`src/rtl/core/b2da_pkg.sv`:
```
package b2da_pkg;

  localparam int unsigned DefValueWidth = 64;

  // High two bits of an ASCII digit in a 6-bit code ('0' = 6'b110000)
  localparam logic [1:0] DigitHi = 2'b11;

  typedef enum logic [1:0] {
    StIdle,
    StShift,
    StSkip,
    StEmit
  } state_e;

endpackage

```
`src/rtl/core/binary_to_decimal_ascii.sv`:
```
// Channel   Ports                           Handshake
// --------  ------------------------------  ----------------------------------
// in        value_i                         start_i && !busy_o at rising edge
// out       digit_char_o, last_o            valid_o, one cycle, no back-pressure
//
// Each word is shifted in through the shared add-3/shift unit (StShift),
// then leading zeros are dropped (StSkip), then the digits are emitted
// one per cycle (StEmit).
// busy_o is high from acceptance until the cycle after the last digit.
// Reset returns the sequencer to idle; the datapath needs no reset.
// The receiver cannot stall, so digits leave on consecutive cycles.
module binary_to_decimal_ascii
  import b2da_pkg::*;
#(
  parameter int unsigned VALUE_WIDTH = DefValueWidth
) (
  input  logic                   clk_i,
  input  logic                   rst_ni,
  input  logic                   start_i,
  output logic                   busy_o,
  input  logic [VALUE_WIDTH-1:0] value_i,
  output logic                   valid_o,
  output logic [5:0]             digit_char_o,
  output logic                   last_o
);

  // decimal digits of 2^W-1: floor(W*log10(2)) + 1
  localparam int unsigned NumDigits = ((VALUE_WIDTH * 1233) >> 12) + 1;
  localparam int unsigned BcdWidth  = 4 * NumDigits;
  localparam int unsigned BitCntW   = (VALUE_WIDTH > 1) ? $clog2(VALUE_WIDTH) : 1;
  localparam int unsigned DigCntW   = $clog2(NumDigits + 1);

  state_e state_q, state_d;
  logic [VALUE_WIDTH-1:0] bin_q, bin_d;
  logic [BcdWidth-1:0]    bcd_q, bcd_d;
  logic [BcdWidth-1:0]    dabbled;
  logic [BitCntW-1:0]     bit_cnt_q, bit_cnt_d;
  logic [DigCntW-1:0]     dig_cnt_q, dig_cnt_d;
  logic [3:0]             top_digit;

  // shared unit: add 3 to every digit of 5 or more
  always_comb begin
    for (int i = 0; i < NumDigits; i++) begin
      if (bcd_q[4*i +: 4] >= 4'd5) begin
        dabbled[4*i +: 4] = bcd_q[4*i +: 4] + 4'd3;
      end else begin
        dabbled[4*i +: 4] = bcd_q[4*i +: 4];
      end
    end
  end

  assign top_digit = bcd_q[BcdWidth-1 -: 4];

  always_comb begin
    state_d      = state_q;
    bin_d        = bin_q;
    bcd_d        = bcd_q;
    bit_cnt_d    = bit_cnt_q;
    dig_cnt_d    = dig_cnt_q;
    valid_o      = 1'b0;
    last_o       = 1'b0;
    digit_char_o = {DigitHi, top_digit};
    unique case (state_q)
      StIdle: begin
        if (start_i) begin
          bin_d     = value_i;
          bcd_d     = '0;
          bit_cnt_d = BitCntW'(VALUE_WIDTH - 1);
          state_d   = StShift;
        end
      end
      StShift: begin
        bcd_d = {dabbled[BcdWidth-2:0], bin_q[VALUE_WIDTH-1]};
        bin_d = {bin_q[VALUE_WIDTH-2:0], 1'b0};
        if (bit_cnt_q == '0) begin
          dig_cnt_d = DigCntW'(NumDigits);
          state_d   = StSkip;
        end else begin
          bit_cnt_d = bit_cnt_q - 1'b1;
        end
      end
      StSkip: begin
        // drop leading zeros, always keep the final digit
        if (top_digit == 4'd0 && dig_cnt_q > DigCntW'(1)) begin
          bcd_d     = {bcd_q[BcdWidth-5:0], 4'd0};
          dig_cnt_d = dig_cnt_q - 1'b1;
        end else begin
          state_d = StEmit;
        end
      end
      StEmit: begin
        valid_o   = 1'b1;
        last_o    = (dig_cnt_q == DigCntW'(1));
        bcd_d     = {bcd_q[BcdWidth-5:0], 4'd0};
        dig_cnt_d = dig_cnt_q - 1'b1;
        if (dig_cnt_q == DigCntW'(1)) begin
          state_d = StIdle;
        end
      end
      default: state_d = StIdle;
    endcase
  end

  always_ff @(posedge clk_i or negedge rst_ni) begin
    if (!rst_ni) begin
      state_q   <= StIdle;
      bit_cnt_q <= '0;
      dig_cnt_q <= '0;
    end else begin
      state_q   <= state_d;
      bit_cnt_q <= bit_cnt_d;
      dig_cnt_q <= dig_cnt_d;
    end
  end

  always_ff @(posedge clk_i) begin
    bin_q <= bin_d;
    bcd_q <= bcd_d;
  end

  assign busy_o = (state_q != StIdle);

  a_valid_busy: assert property (@(posedge clk_i) disable iff (!rst_ni)
    valid_o |-> busy_o)
    else $error("digit strobe outside a conversion");

  a_last_idle: assert property (@(posedge clk_i) disable iff (!rst_ni)
    (valid_o && last_o) |=> !busy_o)
    else $error("still busy after last digit");

  a_start_busy: assert property (@(posedge clk_i) disable iff (!rst_ni)
    (start_i && !busy_o) |=> (busy_o && !valid_o))
    else $error("accepted word did not start a conversion");

  a_digits_run: assert property (@(posedge clk_i) disable iff (!rst_ni)
    (valid_o && !last_o) |=> valid_o)
    else $error("gap inside a digit run");

endmodule
```
`config.mk`:
```
export PLATFORM = sky130hd
export DESIGN_NAME = binary_to_decimal_ascii
export DESIGN_NICKNAME = d
export VERILOG_FILES = /design/src/rtl/core/b2da_pkg.sv /design/src/rtl/core/binary_to_decimal_ascii.sv
export SDC_FILE = /design/constraint.sdc
export NUM_CORES = 1
export LEC_CHECK = 0
export BUFFER_PORTS_ARGS = -buffer_cell sky130_fd_sc_hd__buf_2
export CORE_MARGIN = 5
export CORE_UTILIZATION = 45
export CTS_BUF_LIST = sky130_fd_sc_hd__clkbuf_8
export DETAILED_ROUTE_END_ITERATION = 7
export PLACE_DENSITY = 0.65
export SLEW_MARGIN = 20
export SYNTH_ARGS = -nofsm -noshare
export SYNTH_HDL_FRONTEND = slang
export SYNTH_SLANG_ARGS = --single-unit
```
`constraint.sdc`:
```
create_clock -name clk_i -period 5.6 [get_ports clk_i]
set_input_delay 0.56 -clock clk_i [delete_from_list [all_inputs] [get_ports clk_i]]
set_output_delay 0.56 -clock clk_i [all_outputs]
set_load 0.005 [all_outputs]
```
## Yosys cells after proc, flatten, opt, wreduce, memory -nomap -nowiden

Cells that the tools add are included.

| cells by class | value |
|---|---|
| add/subtract/negate cells | 22 |
| bitwise operators | 0 |
| multiply operators | 0 |
| equality and inequality tests | 10 |
| divide/modulo/power cells | 0 |
| $lt $le $gt $ge | 21 |
| reductions and logical operators | 12 |
| muxes and demuxes | 38 |
| shifts and indexed selects | 0 |

Operator list:

| kind | number |
|---|---|
| case mux 80 bit (4 select lines) | 1 |
| two-way mux 80 bit | 2 |
| case mux 64 bit (2 select lines) | 1 |
| >= comparator 4 x 3 -> 1 bit, second input constant | 20 |
| adder 4 x 2 -> 4 bit, second input constant | 19 |
| two-way mux 4 bit | 19 |
| two-way mux 64 bit | 1 |
| case mux 5 bit (3 select lines) | 1 |
| two-way mux 6 bit | 2 |
| != test 2 bit, second input constant | 6 |
| case mux 6 bit (2 select lines) | 1 |
| two-way mux 5 bit | 2 |
| two-way mux 2 bit | 4 |
| case mux 2 bit (4 select lines) | 1 |
| zero test 6 bit | 1 |
| AND reduction 3 bit | 2 |
| subtractor 6 x 1 -> 6 bit, second input constant | 1 |
| == test 5 x 1 -> 1 bit, second input constant | 1 |
| greater-than comparator 5 x 1 -> 1 bit, second input constant | 1 |
| subtractor 5 x 1 -> 5 bit, second input constant | 1 |
| == test 2 bit, second input constant | 2 |
| zero test 4 bit | 1 |
| AND reduction 2 bit | 2 |
| AND reduction 4 bit | 1 |
| other kinds (8) | 10 |

| storage, ports and cells | value |
|---|---|
| logic and storage cells | 108 |
| bits in writable memories | 0 |
| ROM bits | 0 |
| memories kept | 0 |
| output and inout port bits | 9 |
| register bits after elaboration | 157 |
| bits in latches | 0 |

## Depth between registers and ports, before layout

Gate-level depths: netlist of the first run.

| depth | value |
|---|---|
| depth after elaboration | 4 |
| gate-level depth with buffers | 7 |
| gate-level depth less buffers | 7 |

## Least setup slack after synthesis of the first run

No wires, ideal clock.

| timing | value |
|---|---|
| kind | register to register |
| start | register bcd_q[76] |
| end | register bcd_q[0], enable pin |
| period minus slack after synthesis | 5.562 ns |
| path slack | 0.038 ns |
| path buffers | 0 |
| cell stages (with the launch flop) | 6 |
| data arrival time | 5.035 ns |
| path through | edfxtp_1 -> inv_1 -> ha_1 -> or3b_2 -> a22oi_1 -> nor2b_1 |

| on the way | value |
|---|---|
| cells in the longest elaborated chain, start to end | 4 |

RTL lines:

| item | RTL line | text |
|---|---|---|
| start, declared | binary_to_decimal_ascii.sv:35 | `logic [BcdWidth-1:0] bcd_q, bcd_d;` |
| start signal, assigned | binary_to_decimal_ascii.sv:118 | `bcd_q <= bcd_d;` |
| zero test 4 bit | binary_to_decimal_ascii.sv:84 | `if (top_digit == 4'd0 && dig_cnt_q > DigCntW'(1)) begin` |
| logical AND 1 bit | binary_to_decimal_ascii.sv:84 |  |
| != test 2 bit (no line) | - |  |
| AND reduction 2 bit (no line) | - |  |

No other way between the ends.
A chain may end at the register's enable or synchronous reset.

## Worst setup path after layout of the first run

| timing | value |
|---|---|
| start | register state_q[1] |
| end | register bit_cnt_q[2] |

| on the way | value |
|---|---|
| cells in the longest elaborated chain, start to end | 3 |
| elaborated cells between the ends (all ways) | 7 |

RTL lines:

| item | RTL line | text |
|---|---|---|
| start, declared | binary_to_decimal_ascii.sv:33 | `state_e state_q, state_d;` |
| start signal, assigned | binary_to_decimal_ascii.sv:106 | `state_q <= StIdle;` |
| start signal, assigned | binary_to_decimal_ascii.sv:110 | `state_q <= state_d;` |
| == test 2 x 1 -> 1 bit or zero test 2 bit (tied branches) | binary_to_decimal_ascii.sv:63 | `unique case (state_q)` |
| != test 2 bit (no line) or nonzero test 2 bit (tied branches) | - |  |
| AND reduction 3 bit (no line) | - |  |
| end signal, assigned | binary_to_decimal_ascii.sv:111 | `bit_cnt_q <= bit_cnt_d;` |
| end, declared | binary_to_decimal_ascii.sv:37 | `logic [BitCntW-1:0] bit_cnt_q, bit_cnt_d;` |

Parallel ways exist; a longest one is shown, timed or not.

==> results of run 1 <==
timing repair:
item | in CTS | in global routing
hold endpoints to repair | 13 | 0
hold buffers | 1 | 0
gates resized for setup | 0 | 0
metal layers:
metal  routed length [um]  part of all wire, %  vias up  GRT usage, %
li1                     -                    -     2830             -
met1                 7560                   45     2781          20.0
met2                 8010                   48      134          25.9
met3                  994                  5.9       21          4.22
met4                  254                  1.5        0          4.90
met5                    0                    0        -             0
critical path: cells and delay by family (launching register included):
family,cells,cell delay [ns]
compound gates,1,0.19
mux,1,0.36
flops,1,0.42
fa+ha+maj,1,0.76
buf+inv,3,1.23
simple gates,1,0.10
where the power goes:
| part | leakage (nW) | internal [mW] | switching, mW |
|---|---|---|---|
| Sequential | 1.61 | 2.16 | 0.358 |
| Clock | 0.234 | 0.533 | 0.450 |
| Combinational | 1.93 | 1.13 | 1.58 |
logic make-up after synthesis:
kind of cell / count (synthesis) / synth area share (%)
AOI/OAI and AO/OA: 184 / 13.5
other: 1 / 0.0431
DFF: 157 / 53.5
xor gates and xnor gates: 27 / 2.72
adders and majority gates: 50 / 7.20
muxes: 88 / 11.2
and+or+nand+nor: 120 / 7.73
buffers and inverters: 91 / 4.20
cells in the final DEF (no fill, tap or decap), drive strengths merged, types with 4 or more instances in the layout:
| cell | count |
|---|---|
| o21a | 6 |
| nand2 | 30 |
| nor3 | 9 |
| xor2 | 5 |
| mux2i | 18 |
| a21oi | 47 |
| a41oi | 5 |
| o22ai | 33 |
| o21ai | 38 |
| a31oi | 7 |
| mux2 | 70 |
| dfrtp | 13 |
| edfxtp | 144 |
| clkbuf | 17 |
| xnor2 | 22 |
| a22o | 15 |
| nor2 | 15 |
| nor3b | 19 |
| a21o | 4 |
| buf | 78 |
| ha | 50 |
| inv | 65 |
| nand2b | 22 |
| bufinv | 5 |
| nor2b | 5 |
| a22oi | 4 |
| o32ai | 10 |
through the flow:
stage	setup WS [ns]	hold WS [ns]	utilization, %
2_1_floorplan	0.0379	0.264	-
3_3_place_gp	2.47	0.466	49.3
3_5_place_dp	2.28	0.471	49.3
4_1_cts	2.29	0.367	51.8
5_1_grt	2.07	0.371	51.8
6_report	2.39	0.403	51.8
worst max-delay path by stage:
stage / startpoint / end / slack, ns / depth (start not counted)
2_1_floorplan: bcd_q[76]$_DFFE_PP_ / bcd_q[0]$_DFFE_PP_ / 0.04 / 5
3_5_place_dp: state_q[1]$_DFFE_PN0P_ / bit_cnt_q[2]$_DFFE_PN0P_ / 2.28 / 7
6_report: state_q[1]$_DFFE_PN0P_ / bit_cnt_q[2]$_DFFE_PN0P_ / 2.39 / 7
3_3_place_gp: state_q[1]$_DFFE_PN0P_ / bit_cnt_q[2]$_DFFE_PN0P_ / 2.47 / 7
4_1_cts: state_q[1]$_DFFE_PN0P_ / bit_cnt_q[2]$_DFFE_PN0P_ / 2.29 / 7
5_1_grt: state_q[1]$_DFFE_PN0P_ / bit_cnt_q[2]$_DFFE_PN0P_ / 2.07 / 7
layout make-up:
type | instances | share of cell area [%]
clock buffers | 17 | 2.39
clock inverters | 15 | 2.24
inverters | 59 | 2.26
multi-input cells | 471 | 37.9
flip-flops and latches | 157 | 47.5
well taps | 260 | 3.33
repair buffers | 79 | 4.35
state kept, by name, summed over array words and instances (netlist names):
register   cells
dig_cnt_q      5
state_q        2
bit_cnt_q      6
bin_q         64
bcd_q         80
==> metrics.txt, run 1 <==
cell leakage power=between 3 and 4 nW; core footprint=roughly 0.019 mm2; routability cong.=0.845; most common cell in the netlist=edfxtp_1; CTS root buf=clkbuf_8; Max VDD drop=roughly 260 uV; Max-Cap Viols=0; Seq cells post-synth=about 160; CP Class=flip-flop to flip-flop; synth top area cells=edfxtp_1, mux2_2, ha_1; RSZ-0062 raised after global routing=false; H-tree depth=4; total number of vias=slightly below 6k; top cells by instance count after synthesis=edfxtp_1, mux2_2, inv_1, ha_1, a21oi_1; Pwr Density=about 640 mW/mm2; Synth async-reset ratio=around 8.3%; status=completed; max incr delay on CP=between 0.7 and 0.8 ns; setup violators final=0; Synth Area per Inst=around 12 um2; non-filler cells, final=around 1.1k; num ports=76; die outline area=0.0222 mm2; first-pass GRT wire length=about 28 mm; DR iter-0 viols=about 330; hold path depth=2; Max FO, Critical Path=between 70 and 80; Data arrival, critical path=around 3.6 ns; Power, Total=roughly 6.2 mW; Post-Route Setup TNS=0 ns; Worst-Margin Slew=just under 1 ns; Worst setup SP type=flip-flop; Detailed Route WL=16.8 mm; ratio of cells with drive above 1 in the final layout=a little under a quarter; GRT Util Overall=15.6%; CTS tree=yes; synthesized area=just under 0.009 mm2; fin crit share=57.4%; Hold WC Path Type=primary input to flip-flop; Worst Setup End Kind=flip-flop; WL/cell=~16 um; drt pass-1 iters=7; area delta synth->final=12.5%; number of diodes=0; largest net degree at the start of global routing=between 70 and 80; worst r2r path cells=7; Worst-path clk slew=0.09 ns; vias in the first global route=5,963; Final Cell Area=0.00978 mm2; PortBufs=between 70 and 80; worst r2r src=state_q[1]$_DFFE_PN0P_; DRC=0; Max Transition Viols Final=0; max_slew headroom=35.1%; Placed Instance Area=slightly above 0.009 mm2; Final Hold Fails=0; antenna violations before repair=0; post-synth top area share=49.7%; Num CTS Buffers=17; Final min period=between 3 and 4 ns; Register Area=0.00465 mm2; multi-input logic area=0.00371 mm2; crit-path cells=inv_1, ha_4, mux2i_1, inv_2, buf_4, nand2_1, a22o_1; synthesized instance count=just over 700; Vias/cell=between 5 and 6; die height=about 150 um; Synth Flop Type=edfxtp_1; Post-CTS Setup Inserts=0; Initial Util=46.0%; post-route antenna net violation count=0; Nets=~900; hold path startpoint=value_i[38]; dpl cells=~1.0k; grt total ovfl=0; Hold Crit Endpoint=bin_q[38]$_DFFE_PP_; chip width=approximately 150 um; post-synth cell types=53; Clk Latency, worst-skew pair=0.45 ns; post-DP HPWL=about 11 mm; register area share after synthesis=roughly 53%; reg-to-reg endpoint=bit_cnt_q[2]$_DFFE_PN0P_; # clock sinks=roughly 160; CTS Buffer Depth=2; fill cell count=between 1.5k and 2k; flop2flop setup slack=2.39 ns; total number of yosys warnings=0; FP Rows=50; Post-synth EDFFs=around 140; slowest CP cell=ha_4; Max Fclk=approximately 310 MHz; required time of the worst setup path=slightly below 6 ns; skew final=between 0.015 and 0.02 ns; Synth area leader=edfxtp_1
Note: power is estimated with default switching activity, not from simulation.
==> inputs of run 2 (changes only) <==
--- a/config.mk
+++ b/config.mk
@@ -5,6 +5,7 @@
 export SDC_FILE = /design/constraint.sdc
 export NUM_CORES = 1
 export LEC_CHECK = 0
+export ABC_AREA = 1
 export BUFFER_PORTS_ARGS = -buffer_cell sky130_fd_sc_hd__buf_2
 export CORE_MARGIN = 5
 export CORE_UTILIZATION = 45
==> constraint.sdc (replaced) <==
create_clock -name clk_i -period 2.7 [get_ports clk_i]
set_input_delay 0.27 -clock clk_i [delete_from_list [all_inputs] [get_ports clk_i]]
set_output_delay 0.27 -clock clk_i [all_outputs]
set_load 0.005 [all_outputs]
==> metrics.txt, run 2 <==
CP Class=flip-flop to flip-flop; CTS Buffer Depth=2; DRC=0; Synth Area per Inst=8.86 um2; H-tree depth=4; Hold WC Path Type=primary input to flip-flop; Worst setup SP type=flip-flop; max incr delay on CP=0.45 ns; Seq cells post-synth=157; ratio of cells with drive above 1 in the final layout=14.5%; Synth Flop Type=edfxtp_1; synthesized instance count=about 1.0k; Data arrival, critical path=between 2 and 2.5 ns; total number of yosys warnings=0; total number of vias=around 6.6k; FP Rows=52; Worst Setup End Kind=flip-flop; number of diodes=0; max_slew headroom=55.7%; drt pass-1 iters=4; required time of the worst setup path=~2.8 ns; post-DP HPWL=between 10 and 15 mm; skew final=~0.013 ns; CTS tree=yes; register area share after synthesis=about half; WL/cell=approximately 12 um; grt total ovfl=0; Post-CTS Setup Inserts=0; fin crit share=between 70 and 80%; largest net degree at the start of global routing=between 80 and 90; Post-synth EDFFs=roughly 140; status=completed; Final Hold Fails=0; Pwr Density=1280 mW/mm2; Top delay family on crit path=buffers and inverters; Nets=between 1k and 1.5k; largest registers=bcd_q: 80 flops, bin_q: 64 flops, bit_cnt_q: 6 flops; chip width=152 um; post-synth cell types=35; first-pass GRT wire length=29.6 mm; core footprint=between 0.02 and 0.025 mm2; most common cell in the netlist=nand2_1; Synth async-reset ratio=slightly above 8%; setup violators final=0; PortBufs=73; crit-path cells=inv_2, ha_1, nand2_1, nor2_2, nand3_2, a21oi_4, buf_12; die height=~150 um; Clk Latency, worst-skew pair=between 0.4 and 0.5 ns; DR iter-0 viols=467; Register Area=around 0.0046 mm2; commonest non-fill, non-tap cells in the layout=nand2_1, edfxtp_1, inv_1, nor2_1, buf_2; vias in the first global route=~6.4k; die outline area=roughly 0.023 mm2; Max-Cap Viols=0; Post-Route Setup TNS=0 ns; CTS root buf=clkbuf_8; Max Transition Viols Final=0; Worst-Margin Slew=between 0.6 and 0.7 ns; Synth area leader=edfxtp_1; leading cell type in the layout, fill and taps excluded=nand2_1; cell leakage power=around 4.5 nW; Num CTS Buffers=17; top cells by instance count after synthesis=nand2_1, edfxtp_1, inv_1, nor2_1, nand3_1; post-route antenna net violation count=0; routability cong.=roughly 0.75; multi-input logic area=about 0.0037 mm2; Vias/cell=a little under 5; # clock sinks=roughly 160; Max Fclk=slightly above 500 MHz; Max VDD drop=slightly above 900 uV; synthesized area=approximately 0.0091 mm2; Max FO, Critical Path=80; Initial Util=45.2%; Final min period=between 1.5 and 2 ns; Detailed Route WL=17.1 mm; post-synth top area share=between 40% and 50%; synth top area cells=edfxtp_1, nand2_1, ha_1; fill cell count=1,946; Biggest register=bcd_q; area delta synth->final=11.0%; critical path buffer and inverter count=2; max reg flops=80; antenna violations before repair=0; RSZ-0062 raised after global routing=false; Worst-path clk slew=approximately 0.1 ns; GRT Util Overall=~15%; Power, Total=between 10 and 15 mW; num ports=76; slowest CP cell=edfxtp_1
run 2: changes by cell type in the layout (fill, tap and decap cells not counted), moves of 38 or more:
cell     delta
mux2_2     -69
a21oi_1    -38
inv_1      +60
nand2_1   +317
nand3_1    +58
nor2_1     +65
run 2: timing repair:
item                       4_1_cts  5_1_grt
setup endpoints to repair        0        0
gates resized for setup          0        0
hold endpoints to repair        13        0
hold buffers                     1        0
run 2: per-layer routing:
layer  part of all wire [%]  wire length, um  track usage [%]
met3                    4.3              728             3.58
met4                   0.98              167             4.15
met1                     50             8530             21.0
met5                      0                0                0
met2                     45             7670             23.8
run 2: cell type report:
class | count | share of cell area, %
Clock buffer | 17 | 2.33
Clock inverter | 15 | 1.69
Inverter | 126 | 4.73
Multi-Input combinational cell | 704 | 37.1
Sequential cell | 157 | 46.2
Tap cell | 270 | 3.36
Timing Repair Buffer | 81 | 4.63
run 2: tightest hold or removal path, cell delays in order:
cell,delay (ns)
buf_2,0.07
nand2_1,0.04
nand2_1,0.04
run 2: path summary, 6_finish.rpt:
check | startpoint | to | slack, ns | depth (start not counted)
min in group asynchronous | rst_ni | bit_cnt_q[0]$_DFFE_PN0P_ | 0.23 | 2
setup reg to reg | bcd_q[76]$_DFFE_PP_ | bcd_q[34]$_DFFE_PP_ | 0.71 | 7
hold reg to reg | dig_cnt_q[1]$_DFFE_PN0P_ | dig_cnt_q[1]$_DFFE_PN0P_ | 0.52 | 2
setup / recovery | bcd_q[76]$_DFFE_PP_ | bcd_q[34]$_DFFE_PP_ | 0.71 | 7
max in group asynchronous | rst_ni | dig_cnt_q[1]$_DFFE_PN0P_ | 2.23 | 2
hold / removal | value_i[62] | bin_q[62]$_DFFE_PP_ | 0.06 | 3
run 2: cell families (layout without fill, tap and decap cells):
family	after synthesis	after routing	share of synthesized area, %
buffers and inverters	163	239	7.96
AOI/OAI and AO/OA	135	135	10.2
adders and majority gates	50	50	6.90
other	1	2	0.0414
DFF	157	157	51.3
and+or+nand+nor	502	502	22.1
xor gates and xnor gates	15	15	1.45
run 2: through the flow:
step / worst slack, ns / util [%] / instance area (um2) / cells / hold WS, ns
detailed placement: 0.720 / 48.1 / 9650 / 1337 / 0.185
CTS: 0.717 / 50.2 / 10100 / 1370 / 0.0257
floorplan: 0.00995 / - / 9100 / 1024 / -0.0256
finish: 0.712 / 50.2 / 10100 / 1370 / 0.0638
global route: 0.602 / 50.2 / 10100 / 1370 / 0.0344
global placement: 0.759 / 48.1 / 9650 / 1337 / 0.180
run 2: power by group:
| part | switching [mW] | internal [mW] |
|---|---|---|
| clock | 1.02 | 0.779 |
| combinational | 3.98 | 1.87 |
| sequential | 0.624 | 4.55 |
| total | 5.63 | 7.21 |
